### src/hw/rtl/tmd_pkg.sv
// tmd_pkg: result record, kind codes and byte-reversal helpers for the TLV deframer.
// Used by tmd_front, tmd_fifo, the top level and the checker. No dependencies.
package tmd_pkg;

    localparam logic [2:0] KIND_HDR     = 3'd0;
    localparam logic [2:0] KIND_REC_HDR = 3'd1;
    localparam logic [2:0] KIND_PAYLOAD = 3'd2;
    localparam logic [2:0] KIND_OVER    = 3'd3;
    localparam logic [2:0] KIND_BAD_LEN = 3'd4;

    localparam logic [31:0] HDR_BYTES = 32'd24;
    localparam logic [31:0] HDR_LAST  = 32'd23;
    localparam logic [31:0] POS_MAX   = 32'hFFFF_FFFF;
    localparam logic [2:0]  REC_LAST  = 3'd7;

    typedef struct packed {
        logic [2:0]         kind;
        logic               swapped;
        logic signed [31:0] msg_length;
        logic signed [31:0] version;
        logic signed [63:0] stamp;
        logic signed [63:0] sequence_res;
        logic signed [31:0] rec_type;
        logic signed [31:0] rec_length;
        logic [7:0]         payload_byte;
        logic               payload_last;
    } res_t;

    function automatic logic [31:0] rev32(input logic [31:0] x);
        return {x[7:0], x[15:8], x[23:16], x[31:24]};
    endfunction

    function automatic logic [63:0] rev64(input logic [63:0] x);
        return {x[7:0], x[15:8], x[23:16], x[31:24],
                x[39:32], x[47:40], x[55:48], x[63:56]};
    endfunction

endpackage

### src/hw/rtl/tmd_if.sv
// tmd_in_if / tmd_out_if: valid/ready channels of the TLV deframer.
// Depends on nothing; payload widths follow the byte stream and result record.
interface tmd_in_if;
    logic       valid;
    logic       ready;
    logic [7:0] data_byte;
    logic       msg_start;

    modport source (output valid, output data_byte, output msg_start, input ready);
    modport sink   (input valid, input data_byte, input msg_start, output ready);
endinterface

interface tmd_out_if;
    logic               valid;
    logic               ready;
    logic [2:0]         kind;
    logic               swapped;
    logic signed [31:0] msg_length;
    logic signed [31:0] version;
    logic signed [63:0] stamp;
    logic signed [63:0] sequence_res;
    logic signed [31:0] rec_type;
    logic signed [31:0] rec_length;
    logic [7:0]         payload_byte;
    logic               payload_last;

    modport source (output valid, output kind, output swapped, output msg_length,
                    output version, output stamp, output sequence_res,
                    output rec_type, output rec_length, output payload_byte,
                    output payload_last, input ready);
    modport sink   (input valid, input kind, input swapped, input msg_length,
                    input version, input stamp, input sequence_res,
                    input rec_type, input rec_length, input payload_byte,
                    input payload_last, output ready);
endinterface

### src/hw/rtl/tlv_message_deframer_top.sv
// tlv_message_deframer_top: byte-serial TLV message deframer.
// Input channel in_ch carries one stream byte per transfer with a start mark on
// the first byte of each message. Output channel out_ch carries result records:
// the 24-byte header (reported on its last byte, byte-swapped when the version
// reads above 0xFFFF little-endian), each record header (type and length), each
// payload byte with a last mark, an over record for bytes outside a message or
// at/past the total length, and a bad-length record that ends the message.
// Header bytes other than the last and the first seven record-header bytes give
// no output transfer.
// Throughput: one byte per cycle while in_ch.ready is high; the parser
// updates all of its state for a byte in the cycle it is accepted.
// A result is written into the queue when its byte is transferred and is shown
// on out_ch once it is the head entry. A two-entry queue sits between parser
// and output: in_ch.ready drops only when both entries hold untaken results,
// so a stalled receiver backs up the input after two results.
// Reset (rst_n low, asynchronous) clears the queue and leaves the parser
// outside any message.
// Depends on tmd_pkg, tmd_if, tmd_front, tmd_fifo.
module tlv_message_deframer_top
    import tmd_pkg::*;
(
    input  logic      clk,
    input  logic      rst_n,
    tmd_in_if.sink    in_ch,
    tmd_out_if.source out_ch
);

    logic take;
    logic res_valid;
    logic full;
    res_t res;
    res_t head;

    assign in_ch.ready = !full;
    assign take        = in_ch.valid && !full;

    tmd_front u_front (
        .clk       (clk),
        .rst_n     (rst_n),
        .take      (take),
        .data_byte (in_ch.data_byte),
        .msg_start (in_ch.msg_start),
        .res_valid (res_valid),
        .res       (res)
    );

    tmd_fifo u_fifo (
        .clk       (clk),
        .rst_n     (rst_n),
        .push      (take && res_valid),
        .push_data (res),
        .full      (full),
        .pop_valid (out_ch.valid),
        .pop_ready (out_ch.ready),
        .pop_data  (head)
    );

    assign out_ch.kind         = head.kind;
    assign out_ch.swapped      = head.swapped;
    assign out_ch.msg_length   = head.msg_length;
    assign out_ch.version      = head.version;
    assign out_ch.stamp        = head.stamp;
    assign out_ch.sequence_res = head.sequence_res;
    assign out_ch.rec_type     = head.rec_type;
    assign out_ch.rec_length   = head.rec_length;
    assign out_ch.payload_byte = head.payload_byte;
    assign out_ch.payload_last = head.payload_last;

endmodule

### src/hw/rtl/tmd_front.sv
// tmd_front: per-byte parser. Holds message state, classifies each accepted byte
// and emits at most one result record per byte. Depends on tmd_pkg.
module tmd_front
    import tmd_pkg::*;
(
    input  logic       clk,
    input  logic       rst_n,
    input  logic       take,
    input  logic [7:0] data_byte,
    input  logic       msg_start,
    output logic       res_valid,
    output res_t       res
);

    logic        active_reg, active_next;
    logic [31:0] byte_pos_reg, byte_pos_next;
    logic        swapped_reg, swapped_next;
    logic [63:0] shift_acc_reg, shift_acc_next;
    logic [31:0] hdr_length_reg, hdr_length_next;
    logic [31:0] hdr_version_reg, hdr_version_next;
    logic [63:0] hdr_stamp_reg, hdr_stamp_next;
    logic [31:0] cur_type_reg, cur_type_next;
    logic [31:0] payload_left_reg, payload_left_next;
    logic [2:0]  rec_idx_reg, rec_idx_next;

    // state as seen by this byte: a start mark wipes the running message
    logic        act_c;
    logic [31:0] pos_c, len_c, ver_c, type_c, left_c;
    logic        swp_c;
    logic [63:0] acc_c, stamp_c;
    logic [2:0]  idx_c;
    logic [31:0] rec_len;
    logic [31:0] len_out, ver_out;
    logic [63:0] stamp_out, seq_out;

    always_comb
    begin
        act_c   = msg_start | active_reg;
        pos_c   = msg_start ? '0 : byte_pos_reg;
        len_c   = msg_start ? '0 : hdr_length_reg;
        ver_c   = msg_start ? '0 : hdr_version_reg;
        stamp_c = msg_start ? '0 : hdr_stamp_reg;
        acc_c   = msg_start ? '0 : shift_acc_reg;
        swp_c   = msg_start ? 1'b0 : swapped_reg;
        type_c  = msg_start ? '0 : cur_type_reg;
        left_c  = msg_start ? '0 : payload_left_reg;
        idx_c   = msg_start ? '0 : rec_idx_reg;

        active_next       = act_c;
        byte_pos_next     = pos_c;
        hdr_length_next   = len_c;
        hdr_version_next  = ver_c;
        hdr_stamp_next    = stamp_c;
        shift_acc_next    = acc_c;
        swapped_next      = swp_c;
        cur_type_next     = type_c;
        payload_left_next = left_c;
        rec_idx_next      = idx_c;
        rec_len           = {data_byte, acc_c[23:0]};
        len_out           = '0;
        ver_out           = '0;
        stamp_out         = '0;
        seq_out           = '0;

        res       = '0;
        res_valid = 1'b0;

        if (!act_c)
        begin
            res.kind  = KIND_OVER;
            res_valid = 1'b1;
        end
        else
        begin
            byte_pos_next = (pos_c == POS_MAX) ? pos_c : pos_c + 32'd1;
            if (pos_c < HDR_BYTES)
            begin
                if (pos_c < 32'd4)
                begin
                    hdr_length_next[{pos_c[1:0], 3'b000} +: 8] = data_byte;
                end
                else if (pos_c < 32'd8)
                begin
                    hdr_version_next[{pos_c[1:0], 3'b000} +: 8] = data_byte;
                    // version above 0xFFFF once its top byte lands
                    if (pos_c[1:0] == 2'd3)
                    begin
                        swapped_next = (data_byte != 8'd0) || (ver_c[23:16] != 8'd0);
                    end
                end
                else if (pos_c < 32'd16)
                begin
                    hdr_stamp_next[{pos_c[2:0], 3'b000} +: 8] = data_byte;
                end
                else
                begin
                    shift_acc_next[{pos_c[2:0], 3'b000} +: 8] = data_byte;
                end

                if (pos_c == HDR_LAST)
                begin
                    len_out   = swp_c ? rev32(hdr_length_next) : hdr_length_next;
                    ver_out   = swp_c ? rev32(hdr_version_next) : hdr_version_next;
                    stamp_out = swp_c ? rev64(hdr_stamp_next) : hdr_stamp_next;
                    seq_out   = swp_c ? rev64(shift_acc_next) : shift_acc_next;
                    hdr_length_next  = len_out;
                    hdr_version_next = ver_out;
                    hdr_stamp_next   = stamp_out;
                    shift_acc_next   = '0;
                    res.kind         = KIND_HDR;
                    res.swapped      = swp_c;
                    res.msg_length   = len_out;
                    res.version      = ver_out;
                    res.stamp        = stamp_out;
                    res.sequence_res = seq_out;
                    res_valid        = 1'b1;
                end
            end
            else
            begin
                res.swapped = swp_c;
                res_valid   = 1'b1;
                if (len_c[31] || (pos_c >= len_c))
                begin
                    res.kind = KIND_OVER;
                end
                else if (left_c != 32'd0)
                begin
                    res.kind          = KIND_PAYLOAD;
                    res.payload_byte  = data_byte;
                    res.payload_last  = (left_c == 32'd1);
                    payload_left_next = left_c - 32'd1;
                end
                else if (idx_c != REC_LAST)
                begin
                    if (idx_c == 3'd0)
                    begin
                        cur_type_next = {24'd0, data_byte};
                    end
                    else if (!idx_c[2])
                    begin
                        cur_type_next[{idx_c[1:0], 3'b000} +: 8] = data_byte;
                    end
                    else if (idx_c == 3'd4)
                    begin
                        shift_acc_next = {56'd0, data_byte};
                    end
                    else
                    begin
                        shift_acc_next[{idx_c[1:0], 3'b000} +: 8] = data_byte;
                    end
                    rec_idx_next = idx_c + 3'd1;
                    res_valid    = 1'b0;
                end
                else
                begin
                    if (swp_c)
                    begin
                        rec_len       = rev32(rec_len);
                        cur_type_next = rev32(type_c);
                    end
                    rec_idx_next   = '0;
                    shift_acc_next = '0;
                    res.rec_type   = cur_type_next;
                    res.rec_length = rec_len;
                    if (rec_len[31])
                    begin
                        res.kind    = KIND_BAD_LEN;
                        active_next = 1'b0;
                    end
                    else
                    begin
                        res.kind          = KIND_REC_HDR;
                        payload_left_next = rec_len;
                    end
                end
            end
        end
    end

    always_ff @(posedge clk or negedge rst_n)
    begin
        if (!rst_n)
        begin
            active_reg       <= 1'b0;
            byte_pos_reg     <= '0;
            swapped_reg      <= 1'b0;
            shift_acc_reg    <= '0;
            hdr_length_reg   <= '0;
            hdr_version_reg  <= '0;
            hdr_stamp_reg    <= '0;
            cur_type_reg     <= '0;
            payload_left_reg <= '0;
            rec_idx_reg      <= '0;
        end
        else if (take)
        begin
            active_reg       <= active_next;
            byte_pos_reg     <= byte_pos_next;
            swapped_reg      <= swapped_next;
            shift_acc_reg    <= shift_acc_next;
            hdr_length_reg   <= hdr_length_next;
            hdr_version_reg  <= hdr_version_next;
            hdr_stamp_reg    <= hdr_stamp_next;
            cur_type_reg     <= cur_type_next;
            payload_left_reg <= payload_left_next;
            rec_idx_reg      <= rec_idx_next;
        end
    end

endmodule

### src/hw/rtl/tmd_fifo.sv
// tmd_fifo: two-entry result queue between the parser and the output channel.
// Entries are registers; the head entry drives the output. Depends on tmd_pkg.
module tmd_fifo
    import tmd_pkg::*;
(
    input  logic clk,
    input  logic rst_n,
    input  logic push,
    input  res_t push_data,
    output logic full,
    output logic pop_valid,
    input  logic pop_ready,
    output res_t pop_data
);

    res_t       mem [2];
    logic       wr_ptr_reg, wr_ptr_next;
    logic       rd_ptr_reg, rd_ptr_next;
    logic [1:0] count_reg, count_next;
    logic       pop;

    assign full      = (count_reg == 2'd2);
    assign pop_valid = (count_reg != 2'd0);
    assign pop_data  = mem[rd_ptr_reg];
    assign pop       = pop_valid && pop_ready;

    always_comb
    begin
        wr_ptr_next = push ? ~wr_ptr_reg : wr_ptr_reg;
        rd_ptr_next = pop ? ~rd_ptr_reg : rd_ptr_reg;
        count_next  = count_reg;
        if (push && !pop)
        begin
            count_next = count_reg + 2'd1;
        end
        else if (pop && !push)
        begin
            count_next = count_reg - 2'd1;
        end
    end

    always_ff @(posedge clk or negedge rst_n)
    begin
        if (!rst_n)
        begin
            wr_ptr_reg <= 1'b0;
            rd_ptr_reg <= 1'b0;
            count_reg  <= '0;
        end
        else
        begin
            wr_ptr_reg <= wr_ptr_next;
            rd_ptr_reg <= rd_ptr_next;
            count_reg  <= count_next;
        end
    end

    always_ff @(posedge clk)
    begin
        if (push)
        begin
            mem[wr_ptr_reg] <= push_data;
        end
    end

endmodule

### src/flat_wrapper.sv
// flat-port wrapper written by rule: the top's interface ports become plain ports
module tlv_message_deframer_top_flat import tmd_pkg::*;
  (clk, rst_n, in_ch_valid, in_ch_data_byte, in_ch_msg_start, in_ch_ready, out_ch_valid, out_ch_kind, out_ch_swapped, out_ch_msg_length, out_ch_version, out_ch_stamp, out_ch_sequence_res, out_ch_rec_type, out_ch_rec_length, out_ch_payload_byte, out_ch_payload_last, out_ch_ready);
  tmd_in_if in_ch_i ();
  tmd_out_if out_ch_i ();
  input  logic clk;
  input  logic rst_n;
  input wire logic [$bits(in_ch_i.valid)-1:0] in_ch_valid;
  input wire logic [$bits(in_ch_i.data_byte)-1:0] in_ch_data_byte;
  input wire logic [$bits(in_ch_i.msg_start)-1:0] in_ch_msg_start;
  output wire logic [$bits(in_ch_i.ready)-1:0] in_ch_ready;
  output wire logic [$bits(out_ch_i.valid)-1:0] out_ch_valid;
  output wire logic [$bits(out_ch_i.kind)-1:0] out_ch_kind;
  output wire logic [$bits(out_ch_i.swapped)-1:0] out_ch_swapped;
  output wire logic [$bits(out_ch_i.msg_length)-1:0] out_ch_msg_length;
  output wire logic [$bits(out_ch_i.version)-1:0] out_ch_version;
  output wire logic [$bits(out_ch_i.stamp)-1:0] out_ch_stamp;
  output wire logic [$bits(out_ch_i.sequence_res)-1:0] out_ch_sequence_res;
  output wire logic [$bits(out_ch_i.rec_type)-1:0] out_ch_rec_type;
  output wire logic [$bits(out_ch_i.rec_length)-1:0] out_ch_rec_length;
  output wire logic [$bits(out_ch_i.payload_byte)-1:0] out_ch_payload_byte;
  output wire logic [$bits(out_ch_i.payload_last)-1:0] out_ch_payload_last;
  input wire logic [$bits(out_ch_i.ready)-1:0] out_ch_ready;
  assign in_ch_i.valid = in_ch_valid;
  assign in_ch_i.data_byte = in_ch_data_byte;
  assign in_ch_i.msg_start = in_ch_msg_start;
  assign in_ch_ready = in_ch_i.ready;
  assign out_ch_valid = out_ch_i.valid;
  assign out_ch_kind = out_ch_i.kind;
  assign out_ch_swapped = out_ch_i.swapped;
  assign out_ch_msg_length = out_ch_i.msg_length;
  assign out_ch_version = out_ch_i.version;
  assign out_ch_stamp = out_ch_i.stamp;
  assign out_ch_sequence_res = out_ch_i.sequence_res;
  assign out_ch_rec_type = out_ch_i.rec_type;
  assign out_ch_rec_length = out_ch_i.rec_length;
  assign out_ch_payload_byte = out_ch_i.payload_byte;
  assign out_ch_payload_last = out_ch_i.payload_last;
  assign out_ch_i.ready = out_ch_ready;
  tlv_message_deframer_top u_core (.clk(clk), .rst_n(rst_n), .in_ch(in_ch_i), .out_ch(out_ch_i));
endmodule
### config.mk
export PLATFORM = sky130hd
export DESIGN_NAME = tlv_message_deframer_top_flat
export DESIGN_NICKNAME = d
export VERILOG_FILES = /design/src/hw/rtl/tmd_pkg.sv /design/src/hw/rtl/tmd_if.sv /design/src/hw/rtl/tlv_message_deframer_top.sv /design/src/hw/rtl/tmd_front.sv /design/src/hw/rtl/tmd_fifo.sv /design/src/flat_wrapper.sv
export SDC_FILE = /design/constraint.sdc
export NUM_CORES = 2
export LEC_CHECK = 0
export ABC_CLOCK_PERIOD_IN_PS = 28100
export BUFFER_PORTS_ARGS = -buffer_cell sky130_fd_sc_hd__buf_2
export CAP_MARGIN = 20
export CORE_ASPECT_RATIO = 1.2
export CORE_MARGIN = 1
export CORE_UTILIZATION = 30
export CTS_CLUSTER_DIAMETER = 80
export CTS_CLUSTER_SIZE = 20
export DETAILED_ROUTE_END_ITERATION = 10
export GPL_TIMING_DRIVEN = 0
export SLEW_MARGIN = 20
export SYNTH_ARGS = -nofsm -noshare
export SYNTH_HDL_FRONTEND = slang
export SYNTH_SLANG_ARGS = --single-unit
### constraint.sdc
create_clock -name clk -period 28.1 [get_ports clk]
set_input_delay 7.025 -clock clk [delete_from_list [all_inputs] [get_ports clk]]
set_output_delay 7.025 -clock clk [all_outputs]
set_load 0.01 [all_outputs]
[Word level (Yosys, flattened, before mapping)]
Memories as Yosys holds them, arrays and structs flattened.
Index checks and enable logic that the tools add are counted.
Word-level totals
  output and inout bits: 271
  logic and storage cells: 175
  input bits: 13
  memory bits (writable): 538
  memories: 1
  register bits after elaboration: 297
Memories
  u_core.u_fifo.mem: depth 2, bits a word 269, read ports 1, clocked after Yosys merged registers in 0, wr ports 1, line tmd_fifo.sv:16  | res_t mem [2];
Operators by class
  bitwise gates (word level): 3
  eq/ne operators: 7
  add/sub/neg operators: 8
  shift operators: 8
  mux-type cells: 114
  reductions and logical operators: 16
  order comparisons: 5
Operator list (count)
  $mux 64: 26
  $mux 32: 42
  $mux 266: 1
  $mux 193: 1
  $bwmux 64: 3
  $mux 192: 1
  $mux 73: 2
  $bwmux 32: 3
  $lt 32x5->1 const B: 2
  $shift 8x7->32 const A: 2
  $shift 8x7->64 const A: 1
  $shift 8x8->64 const A: 1
  $shiftx 8x7->32: 2
  $shiftx 8x7->64: 1
  $shiftx 8x8->64: 1
  $mux 3: 11
  $add 32x1->32 const B: 1
  $eq 32x1->1 const B: 1
  $eq 32x32->1 const B: 1
  $eq 32x5->1 const B: 1
  $ge 32x32->1: 1
  $lt 32x3->1 const B: 1
  $lt 32x4->1 const B: 1
  $reduce_bool 32->1: 1
  other kinds (21): 53

[Logic depth before layout (Yosys ltp)]
  depth in word-level cells: 13
  mapped depth: 19
  mapped depth without buffers: 13

[By module]
A second synthesis with hierarchy kept.
Second synthesis, totals
  cell total of the unflattened synthesis: 3866
  area, all modules: 44172.4 µm²
By module, submodules not included
  tmd_front: seq. area each 7332.0 µm², cells an instance 3010, instances 1, area each 23735.3 µm²
  tmd_fifo: seq. area each 16255.6 µm², cells an instance 853, instances 1, area each 20418.3 µm²
  tlv_message_deframer_top: seq. area each 0.0 µm², cells an instance 3, instances 1, area each 18.8 µm²

[Worst setup path after synthesis]
OpenSTA, ideal clock, no wires.
  kind: input -> register
  start: in in_ch_msg_start
  end: mem u_core.u_fifo.mem[0][0] in the netlist's numbering (enable)
  buffers on the path: 7
  stages on the path: 16
  slack: 4.540 ns
  library setup time: 0.934 ns
  arrival: 22.625 ns
  path through: buf_2 > clkbuf_1 > clkbuf_1 > clkbuf_1 > clkbuf_1 > buf_1 > clkbuf_1 > nor2b_1 > ha_1 > and3_1 > nand3_1 > a2111oi_0 > o311a_1 > nor3_4 > a211oi_1 > nor2b_1
Between the ends
  cells in the longest elaborated chain, start to end: 10
  elaborated cells between the ends (all ways): 20
  those cells by class: order compare (2); eq/ne (2); mux (12); bitwise (1); reduce/logical (3)
RTL lines
  start, declared: line flat_wrapper.sv:10  | input wire logic [$bits(in_ch_i.msg_start)-1:0] in_ch_msg_start;
  parallel branches: the longest is 6 deep, another holds $ge 32x32->1
  $mux 1 (*): line tmd_front.sv:68  | if (!act_c)
  $logic_and 1x1->1 (*): line tlv_message_deframer_top.sv:50  | .push (take && res_valid),
  net u_core.u_fifo.push: line tmd_fifo.sv:8  | input logic push,
  $mux 1 (*): line tmd_fifo.sv:60  | if (push)
  $mux 1 (not written as such) (*): line tmd_fifo.sv:62  | mem[wr_ptr_reg] <= push_data;
  end, declared: line tmd_fifo.sv:16
Mark *: on every way through the listed nets, which the timed path passes.

[Worst setup path in the final report]
  start: in in_ch_msg_start
  end: mem u_core.u_fifo.mem[0][119] in the netlist's numbering (enable)
Same word-level chain as after synthesis.

==> results.yml <==
global_routing:
  groute.usage.overall: 0.241
  overflow: 0
  grt_pass1_wl_mm: 252
  grt_pass1_vias: 34500
  grt_max_degree: 91
  grt_antenna_before_repair: 8
clock_network:
  cts_tree: "yes"
  clock_sink_count: 833
  cts_max_level: 2
  postCtsSetupBuffers: 0
  cts_root_buf: "clkbuf_16"
  cts_resized: 0
  clockBufferDepth: 3
  cts_buffers: 51
  holdBufCountCts: 0
  worstSkewPairLatency_ps: 700
  path_clk_slew_ps: 90
route:
  vias_per_cell: 5.77
  wl_per_cell_um: 29.4
  drt_first_pass_iters: 6
  wirelength_mm: 180
  drt_iter0_drc: 3951
  vias: 35300
  ant_nets: 0
  route.detailed.drc: 0
die:
  fp.dieH_um: 416
  pin_count: 284
  die_area_sq_um: 144000
  core_sq_um: 141000
  fp.dieW_um: 347
  initial_core_util: 0.303
  fp-row-count: 151
hold_path:
  min_from: "u_core.u_front.shift_acc_reg[36]"
  whs_endpoint: "u_core.u_front.shift_acc_reg[36]"
  hold_depth: 1
  hold_path_class: "register to register"
finish:
  syn2layout_area_growth_pct: 14.0
  largest_reg_flops: 536
  final_layout_size_suffix_gt1_frac: 0.176
  utilization: 0.346
  fin_area_sq_um: 48800
  final_nets: 4292
setup_path:
  rrSetupSlack_ps: 21750
  critPathTopFamily: "buffers and inverters"
  timing.rr.end: "u_core.u_fifo.mem[0][119]"
  critPathLaunchType: "input pin"
  worstPathArrival_ps: 16770
  max_stage_delay_ps: 850
  path_max_fanout: 26
  critical_path_class: "input pin to register"
  reg2regPathDepth: 18
  crit_required_ps: 28490
  crit_path_end_kind: "register"
  cpMaxStageDelayCell: "buf_1"
  cp_cell_sequence: "buf_2 -> buf_2 -> clkbuf_1 -> clkbuf_1 -> clkbuf_1 -> clkbuf_1 -> buf_1 -> clkbuf_1 -> nor2b_1 -> ha_1 -> nand4_1 -> nor4_1 -> a221oi_1 -> nand3_1 -> nor3_4 -> a211oi_2 -> nor2b_4 -> buf_16 -> buf_16 -> buf_12 -> buf_16 -> buf_16 -> buf_16 -> buf_12"
  cp.buffers_inverters: 15
  rr_startpoint: "u_core.u_front.byte_pos_reg[0]"
logic_synthesis:
  ys_ff_latch: 833
  yosysMostFrequentCell: "edfxtp_1"
  yosys.cell_types.count: 93
  synth_top_cell_by_area: "edfxtp_1"
  synthesis.area_sq_um: 42800
  yosysSeqAreaShare: 0.550
  synth_top_area_share: 0.376
  synth_edf_count: 536
  synth-async-reset-ratio: 0.357
  synth_area_per_cell_sq_um: 11.1
  syn_nets: 3935
  synth_ff_type: "edfxtp_1"
  yosys_warnings: 0
  yosys-top-cells-area: "edfxtp_1 38%, dfrtp_1 17%, mux2_2 7.2%"
  netlist_instances: 3873
  yosys-top-cells-count: "536 x edfxtp_1, 424 x nand2_1, 422 x nor2_1"
timing:
  skew_ps: 47.1
  slew_violations: 0
  hold-worst-slack_ps: 493
  worst_slew_pin_slew_ps: 1270
  period_share: 0.583
  max_slew_margin: 0.151
  fin_crit_ps: 16380
  setup_viol: 0
  rsz0062_at_grt: "no"
  timing_hold_violations_final: 0
  max_freq_mhz: 61.0
  final.setup.tns_ps: 0
power_and_ir_drop:
  p_total_w: 0.00327
  peakVddDrop_mv: 0.0486
  cellPowerDensity_nw_per_um2: 66.9
  power_leakage_nw: 17.6
placement:
  postPlaceCellArea_sq_um: 47200
  dp_hpwl_mm: 135
  gp_congestion: 0.990
  io_buffers: 276
outcome:
  status: "completed"
job:
  cap_violations: 0
-- where the power goes --
part	internal, W	switching, W	total, W
clock	0.000363	0.000448	0.000811
sequential	0.00131	0.0000104	0.00132
combinational	0.000390	0.000748	0.00114
-- worst max-delay path by stage --
stage               depth (start not counted)                        end             from  slack, ps
CTS                                        24  u_core.u_fifo.mem[0][119]  in_ch_msg_start      11530
global placement                           17  u_core.u_fifo.mem[0][122]  in_ch_msg_start      -7080
floorplan                                  16    u_core.u_fifo.mem[0][0]  in_ch_msg_start       4540
finish                                     24  u_core.u_fifo.mem[0][119]  in_ch_msg_start      11720
detailed placement                         24  u_core.u_fifo.mem[0][122]  in_ch_msg_start      10840
global route                               24  u_core.u_fifo.mem[0][119]  in_ch_msg_start      11520
-- layout by cell type (no fill, tap or decap), types with 135 or more instances in the layout --
cell,count
nand2_1,424
dfrtp_1,297
mux2i_1,155
a211oi_1,135
mux2_2,273
nor2_1,422
buf_2,297
o21ai_0,155
clkbuf_1,260
edfxtp_1,536
-- per-stage QoR --
stage / instances / setup slack [ps]
final: 6115 / 11720
after global placement: 5985 / -7080
after floorplan: 3873 / 4540
after CTS: 6109 / 11530
after detailed placement: 6013 / 10840
after global routing: 6110 / 11520
-- logic make-up after synthesis --
family,synth area share
mux,0.108
fa+ha+maj,0.0143
compound gates,0.150
buf+inv,0.0321
simple gates,0.137
flops,0.550
xor+xnor,0.00880
-- routing by layer --
metal  global-route usage  vias up  wire length, um
met5                    0        -               21
met2                0.399     1826            84400
li1                     -    15200                -
met3               0.0386      473            12600
met4                0.151        4            12900
met1                0.292    17800            69800
-- final cells by class --
cell class / instances / area, sq um
fillers: 14300 / 92500
flip-flops and latches: 833 / 23500
multi-input cells: 2693 / 18000
well taps: 1836 / 2300
repair buffers: 304 / 2040
clock buffers: 81 / 1430
plain buffers: 305 / 1240
inverters: 42 / 158
clock inverters: 15 / 153
diodes: 6 / 15.0
No activity file was read; power rests on OpenSTA's default activity.
